<file path="src/rtl/updf_pkg.sv">
package updf_pkg;

	localparam logic [7:0]  START_BYTE_RESET = 8'd42;
	localparam logic [15:0] TIMEOUT_RESET    = 16'd500;
	localparam logic [15:0] MAX_LENGTH_RESET = 16'd256;
	localparam logic [15:0] MIN_LENGTH       = 16'd4;

	typedef enum logic [1:0] {
		CFG_START_BYTE = 2'd0,
		CFG_TIMEOUT    = 2'd1,
		CFG_MAX_LENGTH = 2'd2
	} cfg_index_t;

	typedef enum logic [1:0] {
		ST_OK      = 2'd0,
		ST_CRC     = 2'd1,
		ST_TIMEOUT = 2'd2,
		ST_BADLEN  = 2'd3
	} status_t;

	localparam logic CMD_BYTE = 1'b0;
	localparam logic CMD_TICK = 1'b1;

	localparam logic KIND_DATA   = 1'b0;
	localparam logic KIND_STATUS = 1'b1;

	typedef struct packed {
		logic        item_kind;
		logic [7:0]  payload_byte;
		logic [1:0]  frame_status;
		logic [15:0] frame_length;
		logic        last;
	} result_t;

endpackage

</file>
<file path="src/rtl/updf_in_if.sv">
interface updf_in_if;
	logic       valid;
	logic       ready;
	logic       cmd;
	logic [7:0] rx_byte;

	modport source (output valid, output cmd, output rx_byte, input ready);
	modport sink (input valid, input cmd, input rx_byte, output ready);
endinterface

</file>
<file path="src/rtl/updf_out_if.sv">
interface updf_out_if;
	logic        valid;
	logic        ready;
	logic        item_kind;
	logic [7:0]  payload_byte;
	logic [1:0]  frame_status;
	logic [15:0] frame_length;
	logic        last;

	modport source (output valid, output item_kind, output payload_byte,
		output frame_status, output frame_length, output last, input ready);
	modport sink (input valid, input item_kind, input payload_byte,
		input frame_status, input frame_length, input last, output ready);
endinterface

</file>
<file path="src/rtl/updf_cfg_if.sv">
interface updf_cfg_if;
	logic        valid;
	logic        ready;
	logic [1:0]  index;
	logic [15:0] data;

	modport source (output valid, output index, output data, input ready);
	modport sink (input valid, input index, input data, output ready);
endinterface

</file>
<file path="src/rtl/updf_out_buf.sv">
module updf_out_buf (
	input  logic              clk,
	input  logic              arst_n,
	input  logic              push,
	input  updf_pkg::result_t push_data,
	output logic              full,
	output logic              pop_valid,
	input  logic              pop_ready,
	output updf_pkg::result_t pop_data
);

	updf_pkg::result_t mem_q [2];
	logic              wr_ptr_q;
	logic              rd_ptr_q;
	logic [1:0]        count_q;
	logic              pop;

	assign full      = (count_q == 2'd2);
	assign pop_valid = (count_q != 2'd0);
	assign pop       = pop_valid && pop_ready;
	assign pop_data  = mem_q[rd_ptr_q];

	always_ff @(posedge clk) begin
		if (push) begin
			mem_q[wr_ptr_q] <= push_data;
		end
	end

	always_ff @(posedge clk or negedge arst_n) begin
		if (!arst_n) begin
			wr_ptr_q <= 1'b0;
			rd_ptr_q <= 1'b0;
			count_q  <= 2'd0;
		end else begin
			if (push) begin
				wr_ptr_q <= !wr_ptr_q;
			end
			if (pop) begin
				rd_ptr_q <= !rd_ptr_q;
			end
			unique case ({push, pop})
				2'b10:   count_q <= count_q + 2'd1;
				2'b01:   count_q <= count_q - 2'd1;
				default: count_q <= count_q;
			endcase
		end
	end

endmodule

</file>
<file path="src/rtl/uart_packet_deframer_crc16.sv">
// Receives UART bytes and millisecond ticks as beats on rx, one per clock at most, and
// delivers data bytes and one end-of-frame status beat per frame on result. A frame is
// the start byte, a little-endian 16-bit length that counts itself, the data and a
// CRC-16 (polynomial 0x1021, initial value zero), and the CRC residue over the body must
// be zero. Each data byte leaves two body bytes later, so the CRC bytes never appear. The
// status reports ok, CRC error, timeout or bad length; the consumer must discard the data
// of a frame whose status is not ok. Every input beat is handled in the cycle it is
// accepted and its result, if any, enters a two-entry output buffer, so rx takes a beat
// every cycle until that buffer is full. Configuration writes on cfg are always accepted
// and must be made while no frame is in progress.
module uart_packet_deframer_crc16 (
	input  logic       clk,
	input  logic       arst_n,
	updf_in_if.sink    rx,
	updf_out_if.source result,
	updf_cfg_if.sink   cfg
);

	typedef enum logic [4:0] {
		PH_HUNT = 5'b00001,
		PH_LEN0 = 5'b00010,
		PH_LEN1 = 5'b00100,
		PH_BODY = 5'b01000,
		PH_PEND = 5'b10000
	} phase_t;

	function automatic logic [15:0] crc_step(input logic [15:0] c, input logic [7:0] b);
		logic [15:0] x;
		x = {c[7:0], c[15:8]};
		x = x ^ {8'd0, b};
		x = x ^ {12'd0, x[7:4]};
		x = x ^ {x[3:0], 12'd0};
		x = x ^ {3'd0, x[7:0], 5'd0};
		return x;
	endfunction

	logic [7:0]  start_byte_q;
	logic [15:0] timeout_q;
	logic [15:0] max_length_q;

	phase_t      phase_q, phase_d;
	logic [15:0] length_q, length_d;
	logic [15:0] remain_q, remain_d;
	logic [15:0] crc_q, crc_d;
	logic [7:0]  held0_q, held0_d;
	logic [7:0]  held1_q, held1_d;
	logic [1:0]  held_count_q, held_count_d;
	logic [15:0] idle_q, idle_d;

	logic              fire;
	logic              buf_full;
	logic              push;
	updf_pkg::result_t res;
	updf_pkg::result_t out_data;
	logic [15:0]       length_full;
	logic [15:0]       crc_next;
	logic [15:0]       remain_next;
	logic [15:0]       idle_next;
	logic              emitted;

	assign rx.ready  = !buf_full;
	assign fire      = rx.valid && rx.ready;
	assign cfg.ready = 1'b1;

	assign length_full = {rx.rx_byte, length_q[7:0]};
	assign crc_next    = crc_step(crc_q, rx.rx_byte);
	assign remain_next = remain_q - 16'd1;
	assign idle_next   = idle_q + 16'd1;

	always_comb begin
		phase_d      = phase_q;
		length_d     = length_q;
		remain_d     = remain_q;
		crc_d        = crc_q;
		held0_d      = held0_q;
		held1_d      = held1_q;
		held_count_d = held_count_q;
		idle_d       = idle_q;
		push         = 1'b0;
		emitted      = 1'b0;
		res          = '0;
		if (fire) begin
			unique case (phase_q)
				PH_PEND: begin
					push             = 1'b1;
					res.item_kind    = updf_pkg::KIND_STATUS;
					res.frame_status = (crc_q != 16'd0) ? updf_pkg::ST_CRC : updf_pkg::ST_OK;
					res.frame_length = length_q;
					res.last         = 1'b1;
					phase_d          = (rx.cmd == updf_pkg::CMD_BYTE &&
						rx.rx_byte == start_byte_q) ? PH_LEN0 : PH_HUNT;
				end
				PH_LEN0: begin
					if (rx.cmd == updf_pkg::CMD_BYTE) begin
						length_d = {8'd0, rx.rx_byte};
						phase_d  = PH_LEN1;
					end
				end
				PH_LEN1: begin
					if (rx.cmd == updf_pkg::CMD_BYTE) begin
						length_d = length_full;
						if (length_full < updf_pkg::MIN_LENGTH || length_full > max_length_q) begin
							push             = 1'b1;
							res.item_kind    = updf_pkg::KIND_STATUS;
							res.frame_status = updf_pkg::ST_BADLEN;
							res.frame_length = length_full;
							res.last         = 1'b1;
							phase_d          = PH_HUNT;
						end else begin
							remain_d     = length_full - 16'd2;
							crc_d        = 16'd0;
							held_count_d = 2'd0;
							idle_d       = 16'd0;
							phase_d      = PH_BODY;
						end
					end
				end
				PH_BODY: begin
					if (rx.cmd == updf_pkg::CMD_TICK) begin
						idle_d = idle_next;
						if (idle_next >= timeout_q) begin
							push             = 1'b1;
							res.item_kind    = updf_pkg::KIND_STATUS;
							res.frame_status = updf_pkg::ST_TIMEOUT;
							res.frame_length = length_q;
							res.last         = 1'b1;
							phase_d          = PH_HUNT;
						end
					end else begin
						idle_d   = 16'd0;
						crc_d    = crc_next;
						remain_d = remain_next;
						if (held_count_q == 2'd2) begin
							emitted          = 1'b1;
							push             = 1'b1;
							res.item_kind    = updf_pkg::KIND_DATA;
							res.payload_byte = held0_q;
							held0_d          = held1_q;
							held1_d          = rx.rx_byte;
						end else if (held_count_q == 2'd0) begin
							held0_d      = rx.rx_byte;
							held_count_d = 2'd1;
						end else begin
							held1_d      = rx.rx_byte;
							held_count_d = 2'd2;
						end
						if (remain_next == 16'd0) begin
							if (emitted) begin
								phase_d = PH_PEND;
							end else begin
								push             = 1'b1;
								res.item_kind    = updf_pkg::KIND_STATUS;
								res.frame_status = (crc_next != 16'd0) ?
									updf_pkg::ST_CRC : updf_pkg::ST_OK;
								res.frame_length = length_q;
								res.last         = 1'b1;
								phase_d          = PH_HUNT;
							end
						end
					end
				end
				default: begin
					if (rx.cmd == updf_pkg::CMD_BYTE && rx.rx_byte == start_byte_q) begin
						phase_d = PH_LEN0;
					end
				end
			endcase
		end
	end

	always_ff @(posedge clk or negedge arst_n) begin
		if (!arst_n) begin
			start_byte_q <= updf_pkg::START_BYTE_RESET;
			timeout_q    <= updf_pkg::TIMEOUT_RESET;
			max_length_q <= updf_pkg::MAX_LENGTH_RESET;
		end else if (cfg.valid && cfg.ready) begin
			unique case (cfg.index)
				updf_pkg::CFG_START_BYTE: start_byte_q <= cfg.data[7:0];
				updf_pkg::CFG_TIMEOUT:    timeout_q    <= cfg.data;
				updf_pkg::CFG_MAX_LENGTH: max_length_q <= cfg.data;
				default: begin
				end
			endcase
		end
	end

	always_ff @(posedge clk or negedge arst_n) begin
		if (!arst_n) begin
			phase_q      <= PH_HUNT;
			length_q     <= 16'd0;
			remain_q     <= 16'd0;
			crc_q        <= 16'd0;
			held_count_q <= 2'd0;
			idle_q       <= 16'd0;
		end else begin
			phase_q      <= phase_d;
			length_q     <= length_d;
			remain_q     <= remain_d;
			crc_q        <= crc_d;
			held_count_q <= held_count_d;
			idle_q       <= idle_d;
		end
	end

	always_ff @(posedge clk) begin
		held0_q <= held0_d;
		held1_q <= held1_d;
	end

	updf_out_buf u_out_buf (
		.clk       (clk),
		.arst_n    (arst_n),
		.push      (push),
		.push_data (res),
		.full      (buf_full),
		.pop_valid (result.valid),
		.pop_ready (result.ready),
		.pop_data  (out_data)
	);

	assign result.item_kind    = out_data.item_kind;
	assign result.payload_byte = out_data.payload_byte;
	assign result.frame_status = out_data.frame_status;
	assign result.frame_length = out_data.frame_length;
	assign result.last         = out_data.last;

	// A pending status always follows a body byte that pushed out a data byte.
	assert property (@(posedge clk) disable iff (!arst_n)
		$rose(phase_q == PH_PEND) |-> $past(phase_q) == PH_BODY && held_count_q == 2'd2)
		else $error("status pending without a preceding body data beat");

	// While the body is open there is always at least one byte still owed.
	assert property (@(posedge clk) disable iff (!arst_n)
		phase_q == PH_BODY |-> remain_q != 16'd0)
		else $error("body phase with no bytes remaining");

	// A status beat closes the frame: the receiver is hunting or starting a new frame.
	assert property (@(posedge clk) disable iff (!arst_n)
		push && res.last |=> phase_q == PH_HUNT || phase_q == PH_LEN0)
		else $error("frame still open after its status beat");

	// The output buffer is never written while full.
	assert property (@(posedge clk) disable iff (!arst_n)
		buf_full |-> !push)
		else $error("result written into a full output buffer");

endmodule

</file>
<file path="src/flat_wrapper.sv">
// flat-port wrapper written by rule: the top's interface ports become plain ports
module uart_packet_deframer_crc16_flat 
  (clk, arst_n, rx_valid, rx_cmd, rx_rx_byte, rx_ready, result_valid, result_item_kind, result_payload_byte, result_frame_status, result_frame_length, result_last, result_ready, cfg_valid, cfg_index, cfg_data, cfg_ready);
  updf_in_if rx_i ();
  updf_out_if result_i ();
  updf_cfg_if cfg_i ();
  input  logic clk;
  input  logic arst_n;
  input wire logic [$bits(rx_i.valid)-1:0] rx_valid;
  input wire logic [$bits(rx_i.cmd)-1:0] rx_cmd;
  input wire logic [$bits(rx_i.rx_byte)-1:0] rx_rx_byte;
  output wire logic [$bits(rx_i.ready)-1:0] rx_ready;
  output wire logic [$bits(result_i.valid)-1:0] result_valid;
  output wire logic [$bits(result_i.item_kind)-1:0] result_item_kind;
  output wire logic [$bits(result_i.payload_byte)-1:0] result_payload_byte;
  output wire logic [$bits(result_i.frame_status)-1:0] result_frame_status;
  output wire logic [$bits(result_i.frame_length)-1:0] result_frame_length;
  output wire logic [$bits(result_i.last)-1:0] result_last;
  input wire logic [$bits(result_i.ready)-1:0] result_ready;
  input wire logic [$bits(cfg_i.valid)-1:0] cfg_valid;
  input wire logic [$bits(cfg_i.index)-1:0] cfg_index;
  input wire logic [$bits(cfg_i.data)-1:0] cfg_data;
  output wire logic [$bits(cfg_i.ready)-1:0] cfg_ready;
  assign rx_i.valid = rx_valid;
  assign rx_i.cmd = rx_cmd;
  assign rx_i.rx_byte = rx_rx_byte;
  assign rx_ready = rx_i.ready;
  assign result_valid = result_i.valid;
  assign result_item_kind = result_i.item_kind;
  assign result_payload_byte = result_i.payload_byte;
  assign result_frame_status = result_i.frame_status;
  assign result_frame_length = result_i.frame_length;
  assign result_last = result_i.last;
  assign result_i.ready = result_ready;
  assign cfg_i.valid = cfg_valid;
  assign cfg_i.index = cfg_index;
  assign cfg_i.data = cfg_data;
  assign cfg_ready = cfg_i.ready;
  uart_packet_deframer_crc16 u_core (.clk(clk), .arst_n(arst_n), .rx(rx_i), .result(result_i), .cfg(cfg_i));
endmodule
</file>
<file path="config.mk">
export PLATFORM = sky130hd
export DESIGN_NAME = uart_packet_deframer_crc16_flat
export DESIGN_NICKNAME = d
export VERILOG_FILES = /design/src/rtl/updf_pkg.sv /design/src/rtl/updf_in_if.sv /design/src/rtl/updf_out_if.sv /design/src/rtl/updf_cfg_if.sv /design/src/rtl/updf_out_buf.sv /design/src/rtl/uart_packet_deframer_crc16.sv /design/src/flat_wrapper.sv
export SDC_FILE = /design/constraint.sdc
export NUM_CORES = 1
export LEC_CHECK = 0
export BUFFER_PORTS_ARGS = -buffer_cell sky130_fd_sc_hd__buf_2
export CAP_MARGIN = 0
export CORE_MARGIN = 5
export CORE_UTILIZATION = 55
export DETAILED_ROUTE_END_ITERATION = 10
export GPL_TIMING_DRIVEN = 0
export MAX_ROUTING_LAYER = met4
export PLACE_DENSITY = 0.73
export SYNTH_ARGS = -nofsm -noshare
export SYNTH_HDL_FRONTEND = slang
export SYNTH_SLANG_ARGS = --single-unit
</file>
<file path="constraint.sdc">
create_clock -name clk -period 10.4 [get_ports clk]
set_clock_uncertainty 0.15 [all_clocks]
set_input_delay 1.56 -clock clk [delete_from_list [all_inputs] [get_ports clk]]
set_output_delay 1.56 -clock clk [all_outputs]
set_load 0.02 [all_outputs]
</file>
; Word-level counts from Yosys, hierarchy flattened
; Memories as Yosys holds them, arrays and structs flattened.
; Cells that the tools add are included.
; Widths: inputs -> output; s select.
[classes]
add_sub_neg = 5
multipliers = 0
div = 0
magnitude_cmp = 3
n_eq_ne = 19
shift = 0
mux = 65
bitwise = 6
reduce_logical = 29
[op_table]
columns = op, count
row1 = $mux 16, 9
row2 = $pmux 16 s2, 4
row3 = $mux 19, 6
row4 = $pmux 19 s3, 1
row5 = $mux 8, 7
row6 = $mux 5, 7
row7 = $reduce_bool 16->1, 2
row8 = $mux 28, 1
row9 = $pmux 5 s4, 1
row10 = $reduce_and 4->1, 5
row11 = $mux 1, 18
row12 = $add 16x1->16 const B, 1
row13 = $ge 16x16->1, 1
row14 = $gt 16x16->1, 1
row15 = $logic_not 16->1, 1
row16 = $lt 16x3->1 const B, 1
row17 = $sub 16x1->16 const B, 1
row18 = $sub 16x2->16 const B, 1
row19 = $xor 16x13->16, 1
row20 = $xor 16x16->16, 1
row21 = $xor 16x4->16, 1
row22 = $xor 16x8->16, 1
row23 = $mux 2, 6
row24 = $reduce_and 6->1, 2
row25 = 24 further kinds, 47
[word_totals]
regBits = 131
latchBits = 0
ram_bits = 56
romBits = 0
inputBits = 32
out_inout_bits = 31
wordCells = 143
mem_count = 1
[mem_list]
columns = memory, words, word_bits, rd, rd_ports_with_merged_regs, write_ports, line_no
row1 = u_core.u_out_buf.mem_q, 2, 28, 1, 0, 1, updf_out_buf.sv:12  ; updf_pkg::result_t mem_q [2];

; Longest topological paths before layout
; Gate-level depths: netlist of the first run.
[depth]
ltp_word = 12
mapped_depth = 18
depth_no_buf = 18

; Modules after synthesis
; A second synthesis of the first run with hierarchy kept.
[unflattened]
cells_unflattened = 866
hier_area_um2 = 9909.5
[modules_own_cells]
columns = module, n_inst, cells_per_inst, area_each_um2, seq_area_each_um2
row1 = uart_packet_deframer_crc16, 1, 762, 7647.3, 3271.9
row2 = updf_out_buf, 1, 104, 2262.2, 1781.7

; Worst setup path after synthesis of the first run
; OpenSTA, ideal clock, no wires.
[synth_timing]
path_type = input port to flip-flop
startpoint = in rx_rx_byte[0]
endpoint = mem u_core.u_out_buf.mem_q[1][0] (netlist bit) (enable)
setup_ps = 414
arrival_time_ps = 4315
required_ps = 9836
setup_slack_ps = 5521
path_stages = 8
n_path_buf = 1
cell_sequence = clkbuf_1 -> nor4_1 -> nor2b_1 -> nand4_1 -> a21boi_2 -> nor2_1 -> a2bb2oi_1 -> nor2b_1
[synth_between]
elab_chain_cells = 8
word_cells_on_any_way = 9
cone_classes = order compare: 2 / mux: 6 / reduce/logical: 1
[synth_rtl]
columns = element, line_no
row1 = start: declaration, flat_wrapper.sv:11  ; input wire logic [$bits(rx_i.rx_byte)-1:0] rx_rx_byte;
row2 = $lt 16x3->1 or $gt 16x16->1 (tied branches), uart_packet_deframer_crc16.sv:102  ; if (length_full < updf_pkg::MIN_LENGTH || length_full > max_length_q) begin
row3 = $logic_or 1x1->1 (*), uart_packet_deframer_crc16.sv:102
row4 = $mux 1 (*), uart_packet_deframer_crc16.sv:102
row5 = $mux 1 (*), uart_packet_deframer_crc16.sv:100  ; if (rx.cmd == updf_pkg::CMD_BYTE) begin
row6 = $pmux 1 s3 (*), uart_packet_deframer_crc16.sv:83  ; unique case (phase_q)
row7 = $mux 1 (*), uart_packet_deframer_crc16.sv:82  ; if (fire) begin
row8 = $mux 1 (*), updf_out_buf.sv:24  ; if (push) begin
row9 = $mux 1 (implied by the code) (*), updf_out_buf.sv:25  ; mem_q[wr_ptr_q] <= push_data;
row10 = end: declaration, updf_out_buf.sv:12
; Mark *: on every way between the ends. The rest lies on a longest branch, timed or not.

; Final worst setup path of the first run
[layout_timing]
startpoint = reg u_core.idle_q[2]
endpoint = mem u_core.u_out_buf.mem_q[0][20] (netlist bit) (enable)
[layout_between]
elab_chain_cells = 8
[layout_rtl]
columns = element, line_no
row1 = start: declaration, uart_packet_deframer_crc16.sv:48  ; logic [15:0] idle_q, idle_d;
row2 = start signal: assignment, uart_packet_deframer_crc16.sv:201  ; idle_q <= idle_d;
row3 = $add 16x1->16, uart_packet_deframer_crc16.sv:68  ; assign idle_next = idle_q + 16'd1;
row4 = $ge 16x16->1, uart_packet_deframer_crc16.sv:121  ; if (idle_next >= timeout_q) begin
row5 = $mux 1, uart_packet_deframer_crc16.sv:121
row6 = $mux 1, uart_packet_deframer_crc16.sv:119  ; if (rx.cmd == updf_pkg::CMD_TICK) begin
row7 = $pmux 1 s3, uart_packet_deframer_crc16.sv:83
row8 = $mux 1, uart_packet_deframer_crc16.sv:82
row9 = $mux 1, updf_out_buf.sv:24
row10 = $mux 1 (implied by the code), updf_out_buf.sv:25
; Every way passes these cells.

==> results of run 1 <==
[cell type report]
cell class | instances | area share (%)
inverters | 42 | 1.45
flip-flops and latches | 185 | 46.0
clock inverters | 14 | 1.33
plain buffers | 35 | 1.35
well taps | 225 | 2.59
multi-input cells | 605 | 39.8
clock buffers | 18 | 3.95
repair buffers | 64 | 3.52
[power breakdown]
part	switching (mW)	internal, mW	leakage [nW]
registers	0.140	0.881	2.18
logic	0.388	0.299	2.22
clock network	0.280	0.355	0.281
[layout by cell type (no fill, tap or decap), drive strengths merged, types with 11 or more instances in the layout]
cell    instances
nand4          12
buf            74
a21oi          35
nor2           46
dfstp          11
dfrtp         104
o21ai          49
ha             37
clkbuf         43
and3           15
nand2          87
xor2           20
a22o           28
nor4           12
nor3           17
xnor2          42
mux2           74
edfxtp         70
inv            46
nand3          22
[flip-flops by register name (all words and copies together), names as in the netlist]
register	cells
u_core.remain_q	16
u_core.start_byte_q	8
u_core.held0_q	8
u_core.u_out_buf.mem_q	54
u_core.u_out_buf.rd_ptr_q	1
u_core.max_length_q	16
u_core.u_out_buf.count_q	2
u_core.timeout_q	16
u_core.phase_q	5
u_core.held1_q	8
u_core.length_q	16
u_core.crc_q	16
u_core.idle_q	16
u_core.held_count_q	2
u_core.u_out_buf.wr_ptr_q	1
[through the flow]
stage	hold WS, ps	cell area (sq um)	instances
6_report	352	10900	1188
5_1_grt	370	10900	1188
4_1_cts	354	10900	1188
3_5_place_dp	333	10300	1156
3_3_place_gp	323	10200	1153
2_1_floorplan	307	9620	867
[cells by family (layout without fill, tap and decap cells)]
group	after synthesis	count (layout)
DFF	185	185
AOI/OAI and AO/OA	172	172
xor gates and xnor gates	62	62
muxes	74	74
other	1	1
buffers and inverters	77	173
and+or+nand+nor	259	259
adders and majority gates	37	37
[cell usage after synthesis (all sizes together) (6+ instances only)]
master    n  share of area [%]
or2       6               0.39
nor2     46                1.8
o31ai     8               0.62
or3       6               0.39
xnor2    42                3.8
a22o     28                2.6
mux2     74                8.7
buf      10               0.55
dfstp    11                3.0
and2     10               0.65
clkbuf   25               0.98
xor2     20                1.8
nor3     17               0.88
inv      42                1.6
edfxtp   70                 22
nand2    87                3.4
or4       6               0.60
nand4    12               0.78
nor4     12               0.91
a21oi    35                1.8
dfrtp   104                 27
o21ai    49                2.6
ha       37                4.8
nand2b    6               0.39
and3     15               0.98
nand3    22                1.1
[worst max-delay path, stage by stage (launching register included)]
cell and delay, ps:
dfrtp_1 490, nand4_1 230, or3_1 520, nor2_1 280, nand3_1 190, or2_2 360
xnor2_1 140, ha_1 300, nand4_1 110, a21oi_1 120, o21ai_0 150, and3_1 210
a31oi_1 220, a2bb2oi_1 190, nor2_2 600, buf_16 230
[routing by layer]
layer	global-route usage (%)	part of all wire [%]	vias up
li1	-	-	3322
met4	9.34	3.5	0
met1	31.5	43	3392
met3	4.44	6.0	52
met2	37.3	48	247
met5	-	0	-
[how the worst max path moves through the flow]
stage | from | endpoint | cells past startpoint
global placement | rx_rx_byte[0] | u_core.u_out_buf.mem_q[1][26] | 9
detailed placement | rx_rx_byte[0] | u_core.u_out_buf.mem_q[0][25] | 10
global route | u_core.idle_q[2] | u_core.u_out_buf.mem_q[0][26] | 15
CTS | u_core.idle_q[2] | u_core.u_out_buf.mem_q[0][20] | 15
floorplan | rx_rx_byte[0] | u_core.u_out_buf.mem_q[1][0] | 8
finish | u_core.idle_q[2] | u_core.u_out_buf.mem_q[0][20] | 15
==> out/summary.txt, run 1 <==
DIE AREA: 20200 sq um
Syn nets: 936
Nets: 1019
Post-synth EDFFs: 70
Initial core utilization: 55.8%
Pre-antenna DRT Iters: 6
Die width: 142 microns
Die height: 142 microns
Compound-cell area share of the yosys netlist: 12.2%
Max Cap Viol: 0
Hold-fix buffers at CTS: 0
First-pass GRT wire length: 36500 microns
Synth Area in XOR/XNOR: 5.65%
Fin crit period: 4800 ps
Mapped Area: 9620 sq um
Total GRT Usage: 24.0%
Power consumption: 2.34 mW
Hold worst-path end: u_core.held0_q[0]
Worst slack, placed: 5340 ps
Hold path depth: 2
Post-DP HPWL: 16800 microns
Final Wtd Congestion: 0.952
Pwr dens: 216 nW/um^2
Largest family of logic cells by synthesized area: simple AND/OR/NAND/NOR gates
Diode count: 0
Initial antenna violation count: 0
Max Root-Sink Buffers: 2
Period utilisation layout: 46.1%
CTS Buf Count: 17
Seq/Total Area, Yosys: 51.9%
Register cell area after layout: 4990 sq um
Min-delay src: u_core.held1_q[0]
CTS Sinks: 185
I/O Buffers: 61
Final setup viols: 0
R2r worst-path depth: 15
H-tree levels: 4
RR Endpoint: u_core.u_out_buf.mem_q[0][20]
Post-synthesis simple-gate area fraction: 13.6%
CP Data Required Time: 10390 ps
Area Growth Syn to Fin: 12.9%
Final core occ: 63.0%
Main flop type after synthesis: dfrtp_1
Crit. End Element: flop
Final hold vios: 0
Fin. max-slew vios: 0
Synth async-reset ratio: 62.2%
Via count of the first global-routing pass: 6831
Status: finished clean
Worst-Margin Slew: 1300 ps
Peak supply drop: 0.149 mV
Mux share of post-synthesis cell area: 8.67%
Post-Syn Instances: 867
DRC: 0
IO Count: 63
Setup TNS: 0 ps
DRT antenna net count: 0
Clock Latency Late Sink: 430 ps
Layout cell share with drive strength beyond 1: 21.3%
Critical path class: reg -> reg
Static Leakage: 4.68 nW
Post-CTS sizing: 0
DR vias/cell: 5.90
Startpoint types: flop
Post-CTS setup buffers: 0
RR Startpoint: u_core.idle_q[2]
Largest net degree at the start of global routing: 71
Post-synthesis register bit count: 185
Arrival time at the worst endpoint: 4790 ps
Starting DRT DRC Count: 592
Critical Path Fanout Max: 17
Clock transition at the registers of the reported paths: 70 ps
Vias post-DR: 7013
Slew headroom: 13.3%
Total global routing overflow: 0
Mean routed wirelength per cell: 19.0 microns
Footprint of the multi-input gates: 4320 sq um
TritonCTS clock tree: done
Yosys warns: 0
Fmax: 208 MHz
Internal reg-to-reg setup slack: 5600 ps
Core area: 17200 sq um
Slack of the critical path: 5600 ps
Hold Crit Class: reg -> reg
Adder-cell area share of the yosys netlist: 4.81%
Final WL: 22600 microns
Fillers: 1397
Syn Area/Cell: 11.1 sq um
Row cnt: 48
RSZ-0062 raised after global routing: false
Count of cell types in the netlist: 65
Root Driver: clkbuf_16
Power figures use the tool's default switching activity.
==> run 2, diff against run 1 <==
Settings changed: PLACE_DENSITY 0.73 to 0.76.
Clock period 10.4 ns to 3.88 ns, I/O delays scaled along.
==> run 2 against run 1 <==
  * Critical path depth rose by 1
  * Die area did not move
  * Sequential power rose to 2.7 times the previous value
  * Via count rose by 3.1%
  * Power rose to 2.7 times the previous value
  * Critical path type unchanged
  * Highest routed layer unchanged
==> out/summary.txt, run 2 (synthesis results as in run 1) <==
Vias post-DR: 7231
Via count of the first global-routing pass: 7119
Layout cell share with drive strength beyond 1: 24.7%
Die width: 142 microns
Final Wtd Congestion: 0.935
Post-DP HPWL: 16400 microns
Cell area after placement: 10300 sq um
Area Growth Syn to Fin: 16.0%
Final setup viols: 0
Fillers: 1363
Slew headroom: 7.87%
Sequential power share: 42.8%
Met3 wire length: 1460 microns
Worst slack, placed: -645 ps
DRC: 0
Total GRT Usage: 24.3%
Finished Cell Area: 11200 sq um
Initial core utilization: 55.8%
Final hold vios: 0
Starting DRT DRC Count: 607
Power consumption: 6.42 mW
Share of total power in the clock network: 27.5%
Most frequent cells in the layout: dfrtp_1 (101), nand2_1 (86), mux2_2 (74), edfxtp_1 (70), buf_2 (63)
Arrival time at the worst endpoint: 3720 ps
CTS Sinks: 185
Initial antenna violation count: 1
Nets: 1036
CP Data Required Time: 3880 ps
I/O Buffers: 61
Max Root-Sink Buffers: 2
Final core occ: 64.7%
Total global routing overflow: 0
Most common cell after layout, fill and taps aside: dfrtp_1
Setup TNS: 0 ps
DR vias/cell: 6.00
TritonCTS clock tree: done
DIE AREA: 20200 sq um
Net Switching: 2.30 mW
Max Cap Viol: 0
Fin Hold WS: 204 ps
Die height: 142 microns
CTS Buf Count: 17
Wl on met1: 9720 microns
Flip-flop count of the largest register after layout: 54
Static Leakage: 4.79 nW
Crit. End Element: flop
Row cnt: 48
Root Driver: clkbuf_16
Max Used Layer: met4
Fmax: 268 MHz
Fin. max-slew vios: 0
Fin crit period: 3730 ps
Clock Latency Late Sink: 440 ps
Startpoint types: flop
H-tree levels: 4
Comb pwr share: 29.7%
Core area: 17200 sq um
Reg with most FFs: u_core.u_out_buf.mem_q
IO Count: 63
Net switching fraction of the power: 35.8%
Peak supply drop: 0.386 mV
Slack of the critical path: 155 ps
Critical path class: reg -> reg
First-pass GRT wire length: 37200 microns
Critical Path Fanout Max: 14
Metal2 WL: 11400 microns
Mean routed wirelength per cell: 19.3 microns
Final cell count without fillers: 1206
Post-Place Cells: 1154
Period utilisation layout: 96.0%
DRT antenna net count: 0
Worst-Margin Slew: 1380 ps
Pre-antenna DRT Iters: 5
Pwr dens: 575 nW/um^2
Hold Crit Class: in -> reg
Final WL: 23300 microns
Clock transition at the registers of the reported paths: 70 ps
Int Power: 4.12 mW
Largest net degree at the start of global routing: 91
Status: finished clean
run 2: changes by cell type in the layout (fill, tap and decap cells not counted), sizes merged:
cell and change:
diode +1, nor2b +1, dlygate4sd3 +1, buf +14, bufinv -1, inv +4, clkbuf -1, nor2 +1
clkinv -2
run 2: repair_timing:
action / 4_1_cts / 5_1_grt
gates cloned: 2 / 0
hold buffers: 1 / 0
setup buffers: 8 / 8
endpoints found under the setup margin: 88 / 89
hold endpoints to repair: 19 / 0
resized for setup: 11 / 15
pin swaps: 3 / 7
run 2: path summary, 6_finish.rpt:
kind	start	endpoint	slack (ps)	depth (start not counted)
worst max-delay path	u_core.idle_q[8]	u_core.u_out_buf.mem_q[1][14]	150	16
worst min-delay path	rx_rx_byte[6]	u_core.held1_q[6]	200	1
worst max register to register	u_core.idle_q[8]	u_core.u_out_buf.mem_q[1][14]	150	16
worst min register to register	u_core.u_out_buf.count_q[1]	u_core.u_out_buf.count_q[1]	360	1
max in group asynchronous	arst_n	u_core.phase_q[0]	2420	3
min in group asynchronous	arst_n	u_core.max_length_q[14]	410	2
run 2: power by group through the flow:
stage / Clock, mW / Sequential [mW] / Combinational [mW]
after detailed placement: 0 / 2.77 / 1.83
after CTS: 1.78 / 2.74 / 1.87
after global routing: 1.87 / 2.78 / 2.11
after floorplan: 0 / 2.63 / 1.40
after global placement: 0 / 2.76 / 1.78
final: 1.76 / 2.75 / 1.90
run 2: area by class of cell:
class | count | area (sq um) | area share [%]
timing repair buffer | 79 | 507 | 4.54
antenna | 1 | 2.50 | 0.0224
clock inverter | 15 | 178 | 1.59
multi-input combinational | 607 | 4460 | 40.0
buffer | 35 | 146 | 1.31
sequential | 185 | 5000 | 44.8
clock buffer | 17 | 425 | 3.81
tap | 225 | 282 | 2.52
inverter | 42 | 158 | 1.41
run 2: per-layer routing:
metal,vias up,track usage (%)
li1,3379,-
met1,3525,30.7
met2,275,39.4
met3,52,4.00
met4,0,9.44
met5,-,-
run 2: critical path, stage by stage (launching register included):
cell and delay (ps):
dfrtp_1 430, nand3_1 90, or3_4 430, nor2_4 140, nand3_2 130, or2_4 290
xnor2_1 130, ha_1 300, nand4_1 120, a21oi_2 130, o21ai_2 80, and3_4 180
a31oi_2 210, a2bb2oi_4 160, buf_12 190, nor2b_4 120, buf_12 150
==> run 3, diff against run 2 <==
Settings changed: REMOVE_ABC_BUFFERS set to 1.
==> run 3 against run 2 <==
  * Sequential power grew 1%
  * Core utilization shrank 0.71 points
  * Final area shrank 1.1%
  * Sequential share of layout area grew 0.50 points
  * Hold slack gained 34 ps
  * Non-clock buffer count shrank 33
  * Global-route usage shrank 0.90 points
  * Cell count shrank 3.0%
  * Flip-flop and latch count is the same
  * Die area is the same
  * Maximum frequency shrank 0.99%
  * Critical path type unchanged
  * Largest cell class unchanged
==> out/summary.txt, run 3 (synthesis results as in run 1) <==
Max Root-Sink Buffers: 2
DR vias/cell: 6.05
H-tree levels: 4
Finished Cell Area: 11000 sq um
Share of total power in the clock network: 28.2%
Vias post-DR: 7083
Post-DP HPWL: 15100 microns
Max Cap Viol: 0
Clock Latency Late Sink: 430 ps
Root Driver: clkbuf_16
Die height: 142 microns
I/O Buffers: 61
DRC: 0
Core area: 17200 sq um
Internal reg-to-reg setup slack: 120 ps
Starting DRT DRC Count: 611
Via count of the first global-routing pass: 7015
Hold path depth: 2
DIE AREA: 20200 sq um
Clock transition at the registers of the reported paths: 80 ps
Min-delay src: cfg_data[10]
Net Switching: 2.22 mW
Worst slack, placed: -834 ps
Sequential power share: 43.8%
Total global routing overflow: 0
CTS Sinks: 185
Final Wtd Congestion: 0.899
Hold worst-path end: u_core.max_length_q[10]
RR Startpoint: u_core.idle_q[5]
Fillers: 1306
Total GRT Usage: 23.4%
CP Data Required Time: 4040 ps
Pwr dens: 577 nW/um^2
Startpoint types: flop
Slack of the critical path: 117 ps
Final cell count without fillers: 1170
Layout cell share with drive strength beyond 1: 24.8%
Post-Place Cells: 1122
Nets: 1001
Crit. End Element: flop
Final hold vios: 0
Mean routed wirelength per cell: 19.4 microns
Cell area after placement: 10200 sq um
Fin crit period: 3760 ps
Die width: 142 microns
Comb pwr share: 28.0%
Most frequent cells in the layout: dfrtp_1 (101), nand2_1 (86), mux2_2 (74), edfxtp_1 (70), buf_2 (60)
Setup TNS: 0 ps
DRT antenna net count: 0
Critical Path Fanout Max: 4
Status: finished clean
Int Power: 4.15 mW
Arrival time at the worst endpoint: 3930 ps
Fin. max-slew vios: 0
Period utilisation layout: 97.0%
Final core occ: 64.0%
Row cnt: 48
Initial core utilization: 55.8%
Flip-flop count of the largest register after layout: 54
Power consumption: 6.37 mW
Fmax: 266 MHz
Initial antenna violation count: 0
Critical path class: reg -> reg
CTS Buf Count: 17
Area Growth Syn to Fin: 14.8%
Pre-antenna DRT Iters: 5
Net switching fraction of the power: 34.9%
Diode count: 0
IO Count: 63
Final WL: 22700 microns
Largest net degree at the start of global routing: 66
Most common cell after layout, fill and taps aside: dfrtp_1
Fin Hold WS: 238 ps
Reg with most FFs: u_core.u_out_buf.mem_q
Hold Crit Class: in -> reg
First-pass GRT wire length: 36200 microns
Static Leakage: 4.73 nW
Worst-Margin Slew: 1290 ps
RR Endpoint: u_core.u_out_buf.count_q[1]
TritonCTS clock tree: done
Slew headroom: 14.1%
R2r worst-path depth: 17
Peak supply drop: 0.382 mV
Final setup viols: 0
[run 3: cell count changes in the layout (fill, tap and decap cells not counted), moves of 2 or more]
cell        before  now
clkbuf_1        25    0
clkinv_8         3    0
buf_2           63   60
a21oi_2          3    1
clkinvlp_4       1    3
buf_16           1    3
buf_4           16   13
buf_1            4    0
a21oi_1         32   34
[run 3: critical path, stage by stage, from the launching register on]
cell	delay [ps]
dfrtp_1	380
nand4_1	180
or3_4	460
nor2_4	140
buf_4	140
xor2_1	160
ha_1	280
a21oi_1	170
o21a_1	170
nand2_1	70
o21ai_2	210
and3_4	250
a31oi_4	50
a2bb2oi_4	310
ha_4	190
xnor2_1	110
nor2_1	70
xor2_1	150
[run 3: layer usage]
layer / share of wire (%) / up-vias / track usage [%]
li1: - / 3296 / -
met1: 43 / 3445 / 31.2
met2: 47 / 290 / 36.8
met3: 7.1 / 52 / 3.26
met4: 2.6 / 0 / 8.43
met5: 0 / - / -
[run 3: worst max-delay path by stage]
stage / start / to / slack [ps] / cells past startpoint
final: u_core.idle_q[5] / u_core.u_out_buf.count_q[1] / 120 / 17
after global routing: u_core.idle_q[5] / u_core.u_out_buf.count_q[1] / -80 / 17
after CTS: u_core.idle_q[5] / u_core.u_out_buf.count_q[1] / 10 / 16
after detailed placement: u_core.idle_q[2] / u_core.u_out_buf.mem_q[1][24] / -830 / 15
after global placement: u_core.idle_q[2] / u_core.u_out_buf.mem_q[1][22] / -1860 / 14
after floorplan: u_core.idle_q[2] / u_core.u_out_buf.mem_q[1][0] / -820 / 14
[run 3: power groups by stage]
| stage | clock network [mW] | registers [mW] | logic (mW) |
|---|---|---|---|
| floorplan | 0 | 2.68 | 1.31 |
| global placement | 0 | 2.80 | 1.65 |
| detailed placement | 0 | 2.81 | 1.70 |
| CTS | 1.81 | 2.78 | 1.75 |
| global route | 1.89 | 2.84 | 1.97 |
| finish | 1.79 | 2.79 | 1.78 |
[run 3: final cells by class]
class	count	area, sq um	share of cell area, %
Clock inverter	15	178	1.61
Sequential cell	185	5000	45.3
Timing Repair Buffer	81	557	5.05
Clock buffer	17	425	3.86
Multi-Input combinational cell	605	4440	40.2
Inverter	42	158	1.43
Tap cell	225	282	2.55
[run 3: repair_timing]
action / 4_1_cts / 5_1_grt
hold endpoints to repair: 50 / 0
buffers inserted: 11 / 4
endpoints found under the setup margin: 94 / 72
hold buffers: 1 / 0
resized for setup: 13 / 13
gates cloned: 0 / 0
pin swaps: 5 / 8
